[src/rtl/core/gbba_pkg.sv]
`timescale 1ns / 1ps
// ----------------------------------------------------------------------------
// gbba_pkg
// shared types, constants and helpers of the goal block bitmap allocator
// ----------------------------------------------------------------------------
package gbba_pkg;

  localparam int MAX_GROUPS_DEF       = 16;
  localparam int MAX_GROUP_BLOCKS_DEF = 8192;
  localparam int WORD_W               = 32;
  localparam int BLK_W                = 18;
  localparam int STAT_W               = 3;
  localparam int PADDR_W              = 5;
  localparam logic [BLK_W-1:0] TOTAL_MAX = 18'h3FFFF;

  // request kinds
  localparam logic KIND_ALLOC = 1'b0;
  localparam logic KIND_FREE  = 1'b1;

  // result status codes
  localparam logic [STAT_W-1:0] ST_OK       = 3'd0;
  localparam logic [STAT_W-1:0] ST_RESV     = 3'd1;
  localparam logic [STAT_W-1:0] ST_NONE     = 3'd2;
  localparam logic [STAT_W-1:0] ST_PAST     = 3'd3;
  localparam logic [STAT_W-1:0] ST_ZONE     = 3'd4;
  localparam logic [STAT_W-1:0] ST_ALREADY  = 3'd5;

  // register indexes
  typedef enum logic [2:0] {
    REG_FDB          = 3'd0,
    REG_BLOCKS_TOTAL = 3'd1,
    REG_GSIZE_LOG2   = 3'd2,
    REG_GROUP_COUNT  = 3'd3,
    REG_RESERVED     = 3'd4
  } reg_idx_t;

  typedef struct packed {
    logic             fdb;
    logic [BLK_W-1:0] blocks_total;
    logic [3:0]       gsize_log2;
    logic [4:0]       group_count;
    logic [BLK_W-1:0] reserved;
  } cfg_t;

  // index of the lowest set bit, 0 when none
  function automatic logic [4:0] lowest_one(input logic [WORD_W-1:0] v);
    logic [4:0] idx;
    idx = '0;
    for (int i = WORD_W - 1; i >= 0; i--) begin
      if (v[i]) idx = 5'(i);
    end
    return idx;
  endfunction

endpackage

[src/rtl/core/gbba_regs.sv]
`timescale 1ns / 1ps
// ----------------------------------------------------------------------------
// gbba_regs
// configuration registers behind the apb-style port
// ----------------------------------------------------------------------------
module gbba_regs (
  input  logic                          clk,
  input  logic                          rst_n,
  input  logic                          psel,
  input  logic                          penable,
  input  logic                          pwrite,
  input  logic [gbba_pkg::PADDR_W-1:0]  paddr,
  input  logic [31:0]                   pwdata,
  output logic [31:0]                   prdata,
  output logic                          pready,
  output gbba_pkg::cfg_t                cfg
);
  import gbba_pkg::*;

  cfg_t cfg_r;
  logic wr_stb;

  assign pready = 1'b1;
  assign wr_stb = psel && penable && pwrite;
  assign cfg    = cfg_r;

  always_ff @(posedge clk) begin
    if (!rst_n) begin
      cfg_r.fdb          <= 1'b1;
      cfg_r.blocks_total <= 18'd131073 & TOTAL_MAX;
      cfg_r.gsize_log2   <= 4'd13;
      cfg_r.group_count  <= 5'd16;
      cfg_r.reserved     <= '0;
    end else if (wr_stb) begin
      case (paddr[4:2])
        REG_FDB:          cfg_r.fdb          <= pwdata[0];
        REG_BLOCKS_TOTAL: cfg_r.blocks_total <= pwdata[BLK_W-1:0];
        REG_GSIZE_LOG2:   cfg_r.gsize_log2   <= pwdata[3:0];
        REG_GROUP_COUNT:  cfg_r.group_count  <= pwdata[4:0];
        REG_RESERVED:     cfg_r.reserved     <= pwdata[BLK_W-1:0];
        default: ;
      endcase
    end
  end

  always_comb begin
    case (paddr[4:2])
      REG_FDB:          prdata = {31'd0, cfg_r.fdb};
      REG_BLOCKS_TOTAL: prdata = {14'd0, cfg_r.blocks_total};
      REG_GSIZE_LOG2:   prdata = {28'd0, cfg_r.gsize_log2};
      REG_GROUP_COUNT:  prdata = {27'd0, cfg_r.group_count};
      REG_RESERVED:     prdata = {14'd0, cfg_r.reserved};
      default:          prdata = '0;
    endcase
  end

endmodule

[config.mk]
export PLATFORM = sky130hd
export DESIGN_NAME = gbba_regs
export DESIGN_NICKNAME = d
export VERILOG_FILES = /design/src/rtl/core/gbba_pkg.sv /design/src/rtl/core/gbba_regs.sv
export SDC_FILE = /design/constraint.sdc
export NUM_CORES = 1
export LEC_CHECK = 0
export BUFFER_PORTS_ARGS = -buffer_cell sky130_fd_sc_hd__buf_2
export CAP_MARGIN = 20
export CORE_MARGIN = 2
export CORE_UTILIZATION = 41
export DETAILED_ROUTE_END_ITERATION = 16
export PLACE_DENSITY = 0.81
export SYNTH_ARGS = -nofsm -noshare
export SYNTH_HDL_FRONTEND = slang
export SYNTH_SLANG_ARGS = --single-unit
[constraint.sdc]
create_clock -name clk -period 1 [get_ports clk]
set_input_delay 0.05 -clock clk [delete_from_list [all_inputs] [get_ports clk]]
set_output_delay 0.05 -clock clk [all_outputs]
set_load 0.01 [all_outputs]
==> run summary, run 1 <==
final WL -> 6750 um
Crit path arrival time -> 1.39 ns
post-synth cell types -> 30
clock buffer depth -> 2
final number of hold-violating endpoints -> 0
vias in the first global route -> 2016
#FFs+latches synth -> 46
worst vdd ir -> 0.660 mV
Worst path top cell family by delay -> multiplexers
Syn Area/Cell -> 9.12 um^2
layout net count -> 421
mapped cell area -> 2300 um^2
hold_ws -> 0.000911 ns
Post-DP Area -> 2950 um^2
Compound-Gate Fraction of Synth Area -> 8.44%
Worst Path Required -> 0.95 ns
post-synth top area share -> 40.1%
Critical path buffers and inverters -> 2
Final setup viols -> 18
row cnt -> 27
critical-path cell list -> mux4_2 -> inv_2 -> o32ai_2 -> buf_2
failing checks -> setup timing
status -> finished, violations left
Adder-Cell Fraction of Synth Area -> 0%
first-pass GRT wire length -> 9800 um
Fmax -> 694 MHz
Crit. End Element -> output port
core area -> 5470 um^2
final std cells w/o fill -> 452
Syn-to-layout area delta -> 44.5%
n_diodes -> 0
CP max-delay cell -> mux4_2
layout cell share with drive strength beyond 1 -> 54.5%
CTS Sinks -> 46
first drt pass iteration count -> 4
Crit Path Max Fanout -> 2
ranking of synthesized cells by area -> dfxtp_1, mux2i_1, nand2_1
Vias/cell -> 4.92
GR Overflow Total -> 0
HP Class -> in2reg
clock root cell -> clkbuf_8
Inst Count DP -> 426
WL/cell -> 14.9 um
Die Ht -> 78.9 um
antenna violations before repair -> 0
H-tree depth -> 2
CP Launch Type -> flip-flop
CP peak stage delay -> 0.47 ns
CTS tree -> yes
CTS Buf Count -> 5
Yosys top cell by area -> dfxtp_1
pre-CTS WS -> -0.200 ns
pwr dens -> 1050 nW/um^2
GRT Resource Usage Total -> 20.4%
die area -> 6220 um^2
number of I/O pins -> 121
CP Class -> reg2out
vias -> 2223
Finished Cell Area -> 3320 um^2
post-synthesis sequential area ratio -> 40.1%
simple-gate share of the synthesized area -> 18.9%
Final period util -> 144%
Die X -> 78.9 um
Routed Antenna Nets -> 0
pin count of the biggest net entering global routing -> 33
DRT iter0 DRCs -> 75
Syn. warnings -> 0
Synth Area in XOR/XNOR -> 0%
max FFs per register -> 46
Leakage Power -> 1.50 nW
largest family of logic cells by synthesized area -> multiplexers
Tmin final -> 1.44 ns
PortBufs -> 89
unrepaired setup endpoints after global routing -> yes
clock-pin slew on the worst setup and hold paths -> 0.09 ns
Clock Latency Late Sink -> 0.30 ns
Initial Util -> 42.0%
worst clock skew -> 0 ns
GPL Wtd Cong -> 0.836
setup ws final -> -0.440 ns
maxcap violations -> 0
post-layout util -> 60.7%
max-slew violation count -> 0
drc violations -> 0
post-synthesis mux area share -> 21.7%
Final HPWL DP -> 4400 um
Mapped Cells -> 252
metal layers:
metal  track usage (%)  vias to the layer above  routed length (um)  share of wire, %
li1                  -                     1072                   -                 -
met4              7.24                        0                  73               1.1
met2              35.6                       95                3430                51
met3              3.64                        5                 378               5.6
met5                 0                        -                   0                 0
met1              25.3                     1051                2870                43
worst paths after layout:
path	depth (start not counted)	end	from	slack (ns)
hold reg to reg	2	cfg[14]$_SDFFE_PN0P_	cfg[14]$_SDFFE_PN0P_	0.48
hold / removal	3	cfg[13]$_SDFFE_PN0P_	pwdata[13]	0.0009
setup reg to reg	3	cfg[22]$_SDFFE_PN1P_	cfg[22]$_SDFFE_PN1P_	0.16
setup / recovery	4	prdata[0]	cfg[18]$_SDFFE_PN0P_	-0.44
worst reg2reg max path, stage by stage, from the launching register on:
cell	delay, ns
dfxtp_1	0.33
buf_4	0.14
o21ai_0	0.08
o311ai_0	0.16
through the flow:
step	TNS [ns]	power, mW
6_report	-2.33	3.49
5_1_grt	-3.22	3.62
4_1_cts	-2.21	3.47
3_5_place_dp	-7.08	2.31
3_3_place_gp	-4.71	2.30
2_1_floorplan	0	2.16
Yosys cell counts (all sizes together):
cell type,count
nand4b,1
nand2,61
mux4,1
nand2b,1
o21ai,6
a22o,1
inv,4
nor2b,8
buf,25
a22oi,16
o311ai,3
mux2i,43
clkbuf,8
conb,2
dfxtp,46
nand4,1
nor3,2
and2b,1
o32ai,1
mux2,4
nor3b,2
nor2,15
report_power, final:
group,switching [mW],total (mW),internal (mW)
registers,0.0118,1.85,1.84
logic,0.262,0.462,0.199
clock network,0.678,1.17,0.493
total,0.952,3.49,2.54
placed cells by master (no fill, tap or decap), types with 2 or more instances in the layout:
cell type / n
a22oi_2: 15
buf_12: 3
buf_2: 89
buf_4: 45
clkbuf_8: 5
clkinv_2: 2
conb_1: 15
dfxtp_1: 13
dfxtp_2: 32
dlygate4sd3_1: 3
inv_1: 3
mux2_4: 3
mux2i_1: 43
nand2_1: 61
nor2_1: 14
nor2b_1: 7
o21ai_0: 3
o21ai_1: 3
o311ai_0: 3
kinds of logic (layout without fill, tap and decap cells):
logic type / after synthesis / in the layout
multiplexers: 48 / 48
other: 2 / 15
flip-flops: 46 / 46
buffers and inverters: 37 / 152
AO/OA/AOI/OAI: 27 / 27
AND/OR/NAND/NOR: 92 / 92
area by class of cell:
class / instances / area, um^2
clock buffers: 5 / 68.8
well taps: 72 / 90.1
multi-input cells: 182 / 1290
inverters: 4 / 15.0
flip-flops and latches: 46 / 965
repair buffers: 140 / 873
fillers: 488 / 2150
clock inverters: 3 / 18.8
what timing repair did:
item                       4_1_cts  5_1_grt
pin swaps                       12       17
setup endpoints to repair       18       18
hold buffers                     2        1
hold endpoints to repair         4        1
setup buffers                   13        2
resized for setup               41       18
Power figures use the tool's default switching activity.
==> run 2: changes to the inputs <==
--- a/config.mk
+++ b/config.mk
@@ -14,3 +14,4 @@
 export SYNTH_ARGS = -nofsm -noshare
 export SYNTH_HDL_FRONTEND = slang
 export SYNTH_SLANG_ARGS = --single-unit
+export TNS_END_PERCENT = 1
==> run summary, run 2 (synthesis gave the netlist of run 1 again) <==
status -> finished, violations left
failing checks -> setup timing
unrepaired setup endpoints after global routing -> yes
antenna violations before repair -> 0 (unchanged)
vias -> 2130 (-4.2%)
max FFs per register -> 46 (unchanged)
first drt pass iteration count -> 4 (unchanged)
Worst Path Required -> 0.95 ns (about the same)
CP Class -> reg2out
die area -> 6220 um^2 (unchanged)
Fillers -> 502 (+2.9%)
CP endpoint -> prdata[0]
Die X -> 78.9 um (unchanged)
first-pass GRT wire length -> 9410 um (-3.9%)
Clock Latency Late Sink -> 0.30 ns (about the same)
GPL Wtd Cong -> 0.836 (unchanged)
max-slew violation count -> 0 (unchanged)
setup ws final -> -0.439 ns (+0.00187 ns)
Fmax -> 695 MHz (+0.13%)
worst vdd ir -> 0.660 mV (about the same)
Worst R2R Start -> cfg[22]$_SDFFE_PN1P_
layout net count -> 405 (-3.8%)
PortBufs -> 89 (unchanged)
WL/cell -> 14.5 um (-2.6%)
Crit Path Max Fanout -> 2 (unchanged)
GR Overflow Total -> 0 (unchanged)
CTS Sinks -> 46 (unchanged)
hold_ws -> 0.00345 ns (+0.00254 ns)
setup repair bufs after CTS -> 0 (-13)
clock buffer depth -> 2 (unchanged)
final WL -> 6340 um (-6.0%)
final std cells w/o fill -> 436 (-3.5%)
HP Class -> in2reg
worst clock skew -> 0 ns (unchanged)
CTS tree -> yes
Crit path arrival time -> 1.39 ns (about the same)
H-tree depth -> 2 (unchanged)
Routed Antenna Nets -> 0 (unchanged)
Critical path buffers and inverters -> 2 (unchanged)
Leakage Power -> 1.41 nW (-5.7%)
setup_tns -> -2.08 ns (+0.251 ns)
most common cell after layout, fill and taps aside -> buf_2
final number of hold-violating endpoints -> 0 (unchanged)
CP Launch Type -> flip-flop
hold depth -> 3 (unchanged)
critical-path cell list -> mux4_2 -> inv_2 -> o32ai_2 -> buf_2
Final HPWL DP -> 4400 um (unchanged)
Reg2Reg Setup Slack -> 0.16 ns (about the same)
Worst setup startpoint -> cfg[18]$_SDFFE_PN0P_
Die Ht -> 78.9 um (unchanged)
DRT iter0 DRCs -> 65 (-13%)
Final period util -> 144% (-0.19 points)
clock root cell -> clkbuf_8
Inst Count DP -> 426 (unchanged)
Crit. End Element -> output port
maxcap violations -> 0 (unchanged)
Worst path top cell family by delay -> multiplexers
pin count of the biggest net entering global routing -> 33 (unchanged)
n_diodes -> 0 (unchanged)
core area -> 5470 um^2 (unchanged)
Top Layer Used -> met4
Crit path depth -> 4 (unchanged)
CP max-delay cell -> mux4_2
most frequent cells in the layout -> buf_2, nand2_1, mux2i_1
number of I/O pins -> 121 (unchanged)
row cnt -> 27 (unchanged)
WL met3 -> 410 um (+8.5%)
multi-input logic area -> 1280 um^2 (-0.97%)
vias in the first global route -> 1930 (-4.3%)
DR WL met2 -> 3170 um (-7.5%)
Syn-to-layout area delta -> 38.4%
r2r endpoint -> cfg[22]$_SDFFE_PN1P_
met1 WL -> 2690 um (-6.4%)
GRT Resource Usage Total -> 19.6% (-0.85 points)
CTS Buf Count -> 5 (unchanged)
clock-pin slew on the worst setup and hold paths -> 0.09 ns (about the same)
r2r worst-path depth -> 3 (unchanged)
Initial Util -> 42.0% (unchanged)
Seq. cell area -> 958 um^2 (-0.65%)
layout cell share with drive strength beyond 1 -> 51.6% (-2.8 points)
pwr dens -> 1090 nW/um^2 (+3.7%)
Tmin final -> 1.44 ns (-0.00187 ns)
Final setup viols -> 18 (unchanged)
CP peak stage delay -> 0.47 ns (about the same)
Vias/cell -> 4.89 (-0.67%)
drc violations -> 0 (unchanged)
[run 2: changes by cell type in the layout (fill, tap and decap cells not counted), sizes merged]
cell	change
dlygate4sd3	-1
buf	-15
[run 2: report_power, final]
part / leakage (nW) / total, mW / switching, mW / internal (mW)
registers: 0.384 / 1.86 / 0.0124 / 1.85
clock network: 0.0483 / 1.16 / 0.669 / 0.493
logic: 0.980 / 0.443 / 0.254 / 0.189
[run 2: per-stage QoR]
| step | worst slack (ns) | instance area (um^2) | utilization [%] | total power [mW] |
|---|---|---|---|---|
| CTS | -0.445 | 3110 | 56.8 | 3.46 |
| finish | -0.439 | 3180 | 58.1 | 3.46 |
| global placement | -0.199 | 2950 | 53.9 | 2.30 |
| detailed placement | -0.200 | 2950 | 53.9 | 2.31 |
| global route | -0.470 | 3180 | 58.1 | 3.61 |
| floorplan | 0.000188 | 2350 | - | 2.16 |
[run 2: worst register-to-register path, stage by stage, from the launching register on]
cell and delay [ns]:
dfxtp_1 0.33, buf_4 0.14, o21ai_0 0.08, o311ai_0 0.16
[run 2: how the worst min path moves through the flow]
stage	slack (ns)	from	endpoint
global route	0.004	pwdata[10]	cfg[37]$_SDFFE_PN0P_
floorplan	0.19	pwdata[17]	cfg[17]$_SDFFE_PN0P_
finish	0.003	pwdata[8]	cfg[8]$_SDFFE_PN0P_
detailed placement	0.34	pwdata[13]	cfg[40]$_SDFFE_PN0P_
global placement	0.32	pwdata[17]	cfg[17]$_SDFFE_PN0P_
CTS	0.002	pwdata[10]	cfg[37]$_SDFFE_PN0P_
[run 2: final cells by class]
class | instances | share of cell area, %
Multi-Input combinational cell | 182 | 40.2
Sequential cell | 46 | 30.1
Timing Repair Buffer | 124 | 23.6
Tap cell | 72 | 2.83
Clock buffer | 5 | 2.16
Clock inverter | 3 | 0.590
Inverter | 4 | 0.472
[run 2: per-layer routing]
layer | track usage [%] | up-vias
met5 | 0 | -
met4 | 7.24 | 0
met3 | 3.75 | 5
met2 | 33.2 | 95
met1 | 24.7 | 992
li1 | - | 1038
[run 2: timing repair]
action,4_1_cts,5_1_grt
resized for setup,30,22
endpoints found under the setup margin,18,18
hold buffers,2,0
endpoints found under the hold margin,3,0
pin swaps,2,0
==> run 3: changes to the inputs <==
--- a/config.mk
+++ b/config.mk
@@ -5,12 +5,13 @@
 export SDC_FILE = /design/constraint.sdc
 export NUM_CORES = 1
 export LEC_CHECK = 0
+export ABC_AREA = 1
 export BUFFER_PORTS_ARGS = -buffer_cell sky130_fd_sc_hd__buf_2
 export CAP_MARGIN = 20
 export CORE_MARGIN = 2
 export CORE_UTILIZATION = 41
 export DETAILED_ROUTE_END_ITERATION = 16
-export PLACE_DENSITY = 0.81
+export PLACE_DENSITY = 0.8
 export SYNTH_ARGS = -nofsm -noshare
 export SYNTH_HDL_FRONTEND = slang
 export SYNTH_SLANG_ARGS = --single-unit
==> run summary, run 3 <==
clock network fraction of total power -> 32.7% (-0.9 points)
Leakage Power -> 1.75 nW (+24%)
CTS Sinks -> 46 (unchanged)
pwr dens -> 1090 nW/um^2 (+0.27%)
clock buffer depth -> 2 (unchanged)
row cnt -> 28 (+3.7%)
ranking of synthesized cells by area -> dfxtp_1, nand2_1, nor2_1
GRT Resource Usage Total -> 19.7% (+0.12 points)
vias in the first global route -> 2377 (+23%)
Die X -> 81.2 um (+3.0%)
antenna violations before repair -> 0 (unchanged)
Crit Path Max Fanout -> 2 (unchanged)
Worst Path Required -> 0.95 ns (about the same)
post-synthesis mux area share -> 0% (-22 points)
GPL Wtd Cong -> 0.840 (+0.42%)
WL/cell -> 11.2 um (-23%)
PortBufs -> 89 (unchanged)
failing checks -> setup timing
n_diodes -> 0 (unchanged)
pin count of the biggest net entering global routing -> 47 (+42%)
unrepaired setup endpoints after global routing -> yes
vias -> 2530 (+19%)
Compound-Gate Fraction of Synth Area -> 0.409% (-8.0 points)
Syn Area/Cell -> 6.39 um^2 (-30%)
GR Overflow Total -> 0 (unchanged)
max-slew violation count -> 0 (unchanged)
internal power -> 2.62 mW (+3.6%)
CTS Buf Count -> 5 (unchanged)
GRT met3 Usage -> 3.67% (-0.083 points)
NetSw -> 916 uW (-2.1%)
met2 Resource Use GR -> 37.3% (+4.0 points)
Inst Count DP -> 546 (+28%)
Main synth FF type -> dfxtp_1
layout cell share with drive strength beyond 1 -> 30.8% (-21 points)
post-synth cell types -> 19 (-37%)
Initial Util -> 41.8% (-0.19 points)
largest family of logic cells by synthesized area -> simple AND/OR/NAND/NOR gates
post-layout util -> 55.3% (-2.8 points)
Sequential Power Share -> 52.9% (-0.7 points)
final std cells w/o fill -> 562 (+29%)
most common cell after layout, fill and taps aside -> nand2_1
worst vdd ir -> 0.611 mV (-7.5%)
most frequent cells in the layout -> nand2_1, buf_2, nor2_1
Combinational Power Share -> 14.3% (+1.5 points)
switch share -> 25.9% (-1.1 points)
status -> finished, violations left
Syn-to-layout area delta -> 32.4%
Tmin final -> 1.07 ns (-0.368 ns)
hold depth -> 3 (unchanged)
number of I/O pins -> 121 (unchanged)
Reg2Reg Setup Slack -> 0.27 ns (+0.11 ns)
first drt pass iteration count -> 4 (unchanged)
Fillers -> 575 (+15%)
Fmax -> 934 MHz (+34%)
CTS tree -> yes
Vias/cell -> 4.50 (-7.9%)
setup_tns -> -0.182 ns (+1.90 ns)
H-tree depth -> 2 (unchanged)
Syn. warnings -> 0 (unchanged)
Final setup viols -> 4 (-14)
Crit. End Element -> output port
Routed Antenna Nets -> 0 (unchanged)
setup ws final -> -0.0705 ns (+0.368 ns)
top-count cell post-synth -> nand2_1
hold endpoint -> cfg[26]$_SDFFE_PN1P_
HP Class -> in2reg
hold_sp -> pwdata[3]
Crit path arrival time -> 1.02 ns (-0.37 ns)
Commonest cells post-synth -> nand2_1, nor2_1, dfxtp_1, nand3_1, inv_1
Mapped Cells -> 383 (+52%)
#FFs+latches synth -> 46 (unchanged)
DRT iter0 DRCs -> 76 (+17%)
simple-gate share of the synthesized area -> 46.6% (+28 points)
Final period util -> 107% (-37 points)
EDFF count, synth -> 0 (unchanged)
Async S/R FF share, synth -> 0% (unchanged)
Adder-Cell Fraction of Synth Area -> 0% (unchanged)
first-pass GRT wire length -> 10300 um (+9.3%)
r2r endpoint -> cfg[2]$_SDFFE_PN0P_
CP Class -> reg2out
r2r worst-path depth -> 3 (unchanged)
layout net count -> 528 (+30%)
mapped cell area -> 2450 um^2 (+6.4%)
core area -> 5850 um^2 (+6.9%)
Synth Area in XOR/XNOR -> 0% (unchanged)
hold_ws -> 0.0118 ns (+0.00835 ns)
maxcap violations -> 0 (unchanged)
Worst R2R Start -> cfg[2]$_SDFFE_PN0P_
max FFs per register -> 46 (unchanged)
clock root cell -> clkbuf_8
Clock Latency Late Sink -> 0.29 ns (about the same)
GRT busiest layer -> met2
Final HPWL DP -> 4410 um (+0.34%)
final number of hold-violating endpoints -> 0 (unchanged)
final WL -> 6290 um (-0.91%)
Global Route met1 Usage -> 22.4% (-2.3 points)
post-synth top area share -> 37.6% (-2.4 points)
worst clock skew -> 0 ns (unchanged)
CP Launch Type -> flip-flop
drc violations -> 0 (unchanged)
clock-pin slew on the worst setup and hold paths -> 0.08 ns (about the same)
Die Ht -> 81.2 um (+3.0%)
die area -> 6600 um^2 (+6.1%)
post-synthesis sequential area ratio -> 37.6% (-2.4 points)
Yosys top cell by area -> dfxtp_1
[run 3: cell count changes after synthesis, moves of 5 or more]
cell      previous run  this run
nand2_1             61       129
mux2i_1             43         0
nand3_1              0        46
inv_1                4        29
nor2_4               0         5
nor2_1              14        81
clkbuf_1             8         1
buf_6                1         7
nor2b_1              7         0
a22oi_1             16         0
[run 3: layer usage]
layer	part of all wire (%)	vias to the layer above	routed length, um
met3	5.1	6	321
li1	-	1336	-
met4	0.88	0	55
met2	50	77	3130
met1	44	1111	2780
met5	0	-	0
[run 3: power by group through the flow]
stage	clock network [mW]	logic, mW	registers, mW
final	1.16	0.506	1.87
after global routing	1.26	0.565	1.88
after CTS	1.20	0.498	1.87
after detailed placement	0	0.482	1.91
after global placement	0	0.474	1.91
after floorplan	0	0.317	1.92
[run 3: worst max path at each step]
stage                               startpoint              endpoint
final                     cfg[18]$_SDFFE_PN0P_             prdata[0]
after global routing      cfg[18]$_SDFFE_PN0P_             prdata[0]
after CTS                 cfg[18]$_SDFFE_PN0P_             prdata[0]
after detailed placement              paddr[4]  cfg[19]$_SDFFE_PN0P_
after global placement                paddr[4]  cfg[18]$_SDFFE_PN0P_
after floorplan                       paddr[3]  cfg[10]$_SDFFE_PN0P_
[run 3: through the flow]
step	setup slack [ns]	total power, mW	area (um^2)
after floorplan	0.132	2.24	2490
after global routing	-0.124	3.70	3240
after global placement	-0.0234	2.39	3040
after CTS	-0.0705	3.57	3200
after detailed placement	-0.0568	2.40	3040
final	-0.0705	3.53	3240
[run 3: logic make-up (layout without fill, tap and decap cells)]
kind of cell,after synthesis,count (layout)
other cells,2,15
simple gates,269,269
flops,46,46
compound gates,2,2
buf+inv,64,155
[run 3: layout make-up]
class / instances / area, um^2 / area share [%]
clock buffer: 7 / 86.3 / 2.67
multi-input combinational: 286 / 1220 / 37.6
clock inverter: 1 / 5.00 / 0.155
timing repair buffer: 116 / 783 / 24.2
tap: 75 / 93.8 / 2.90
inverter: 31 / 119 / 3.67
sequential: 46 / 935 / 28.9
[run 3: critical path, cell delays in order, from the launching register on]
cell and delay (ns):
dfxtp_2 0.33, nand4_1 0.08, nand2_1 0.06, nor2_1 0.08, nand2_1 0.06, buf_2 0.13
[run 3: timing repair]
item,CTS,global route
pin swaps,2,0
cloned,0,0
hold buffers,3,0
setup endpoints to repair,18,18
setup buffers,3,2
hold endpoints to repair,3,0
gates resized for setup,14,6
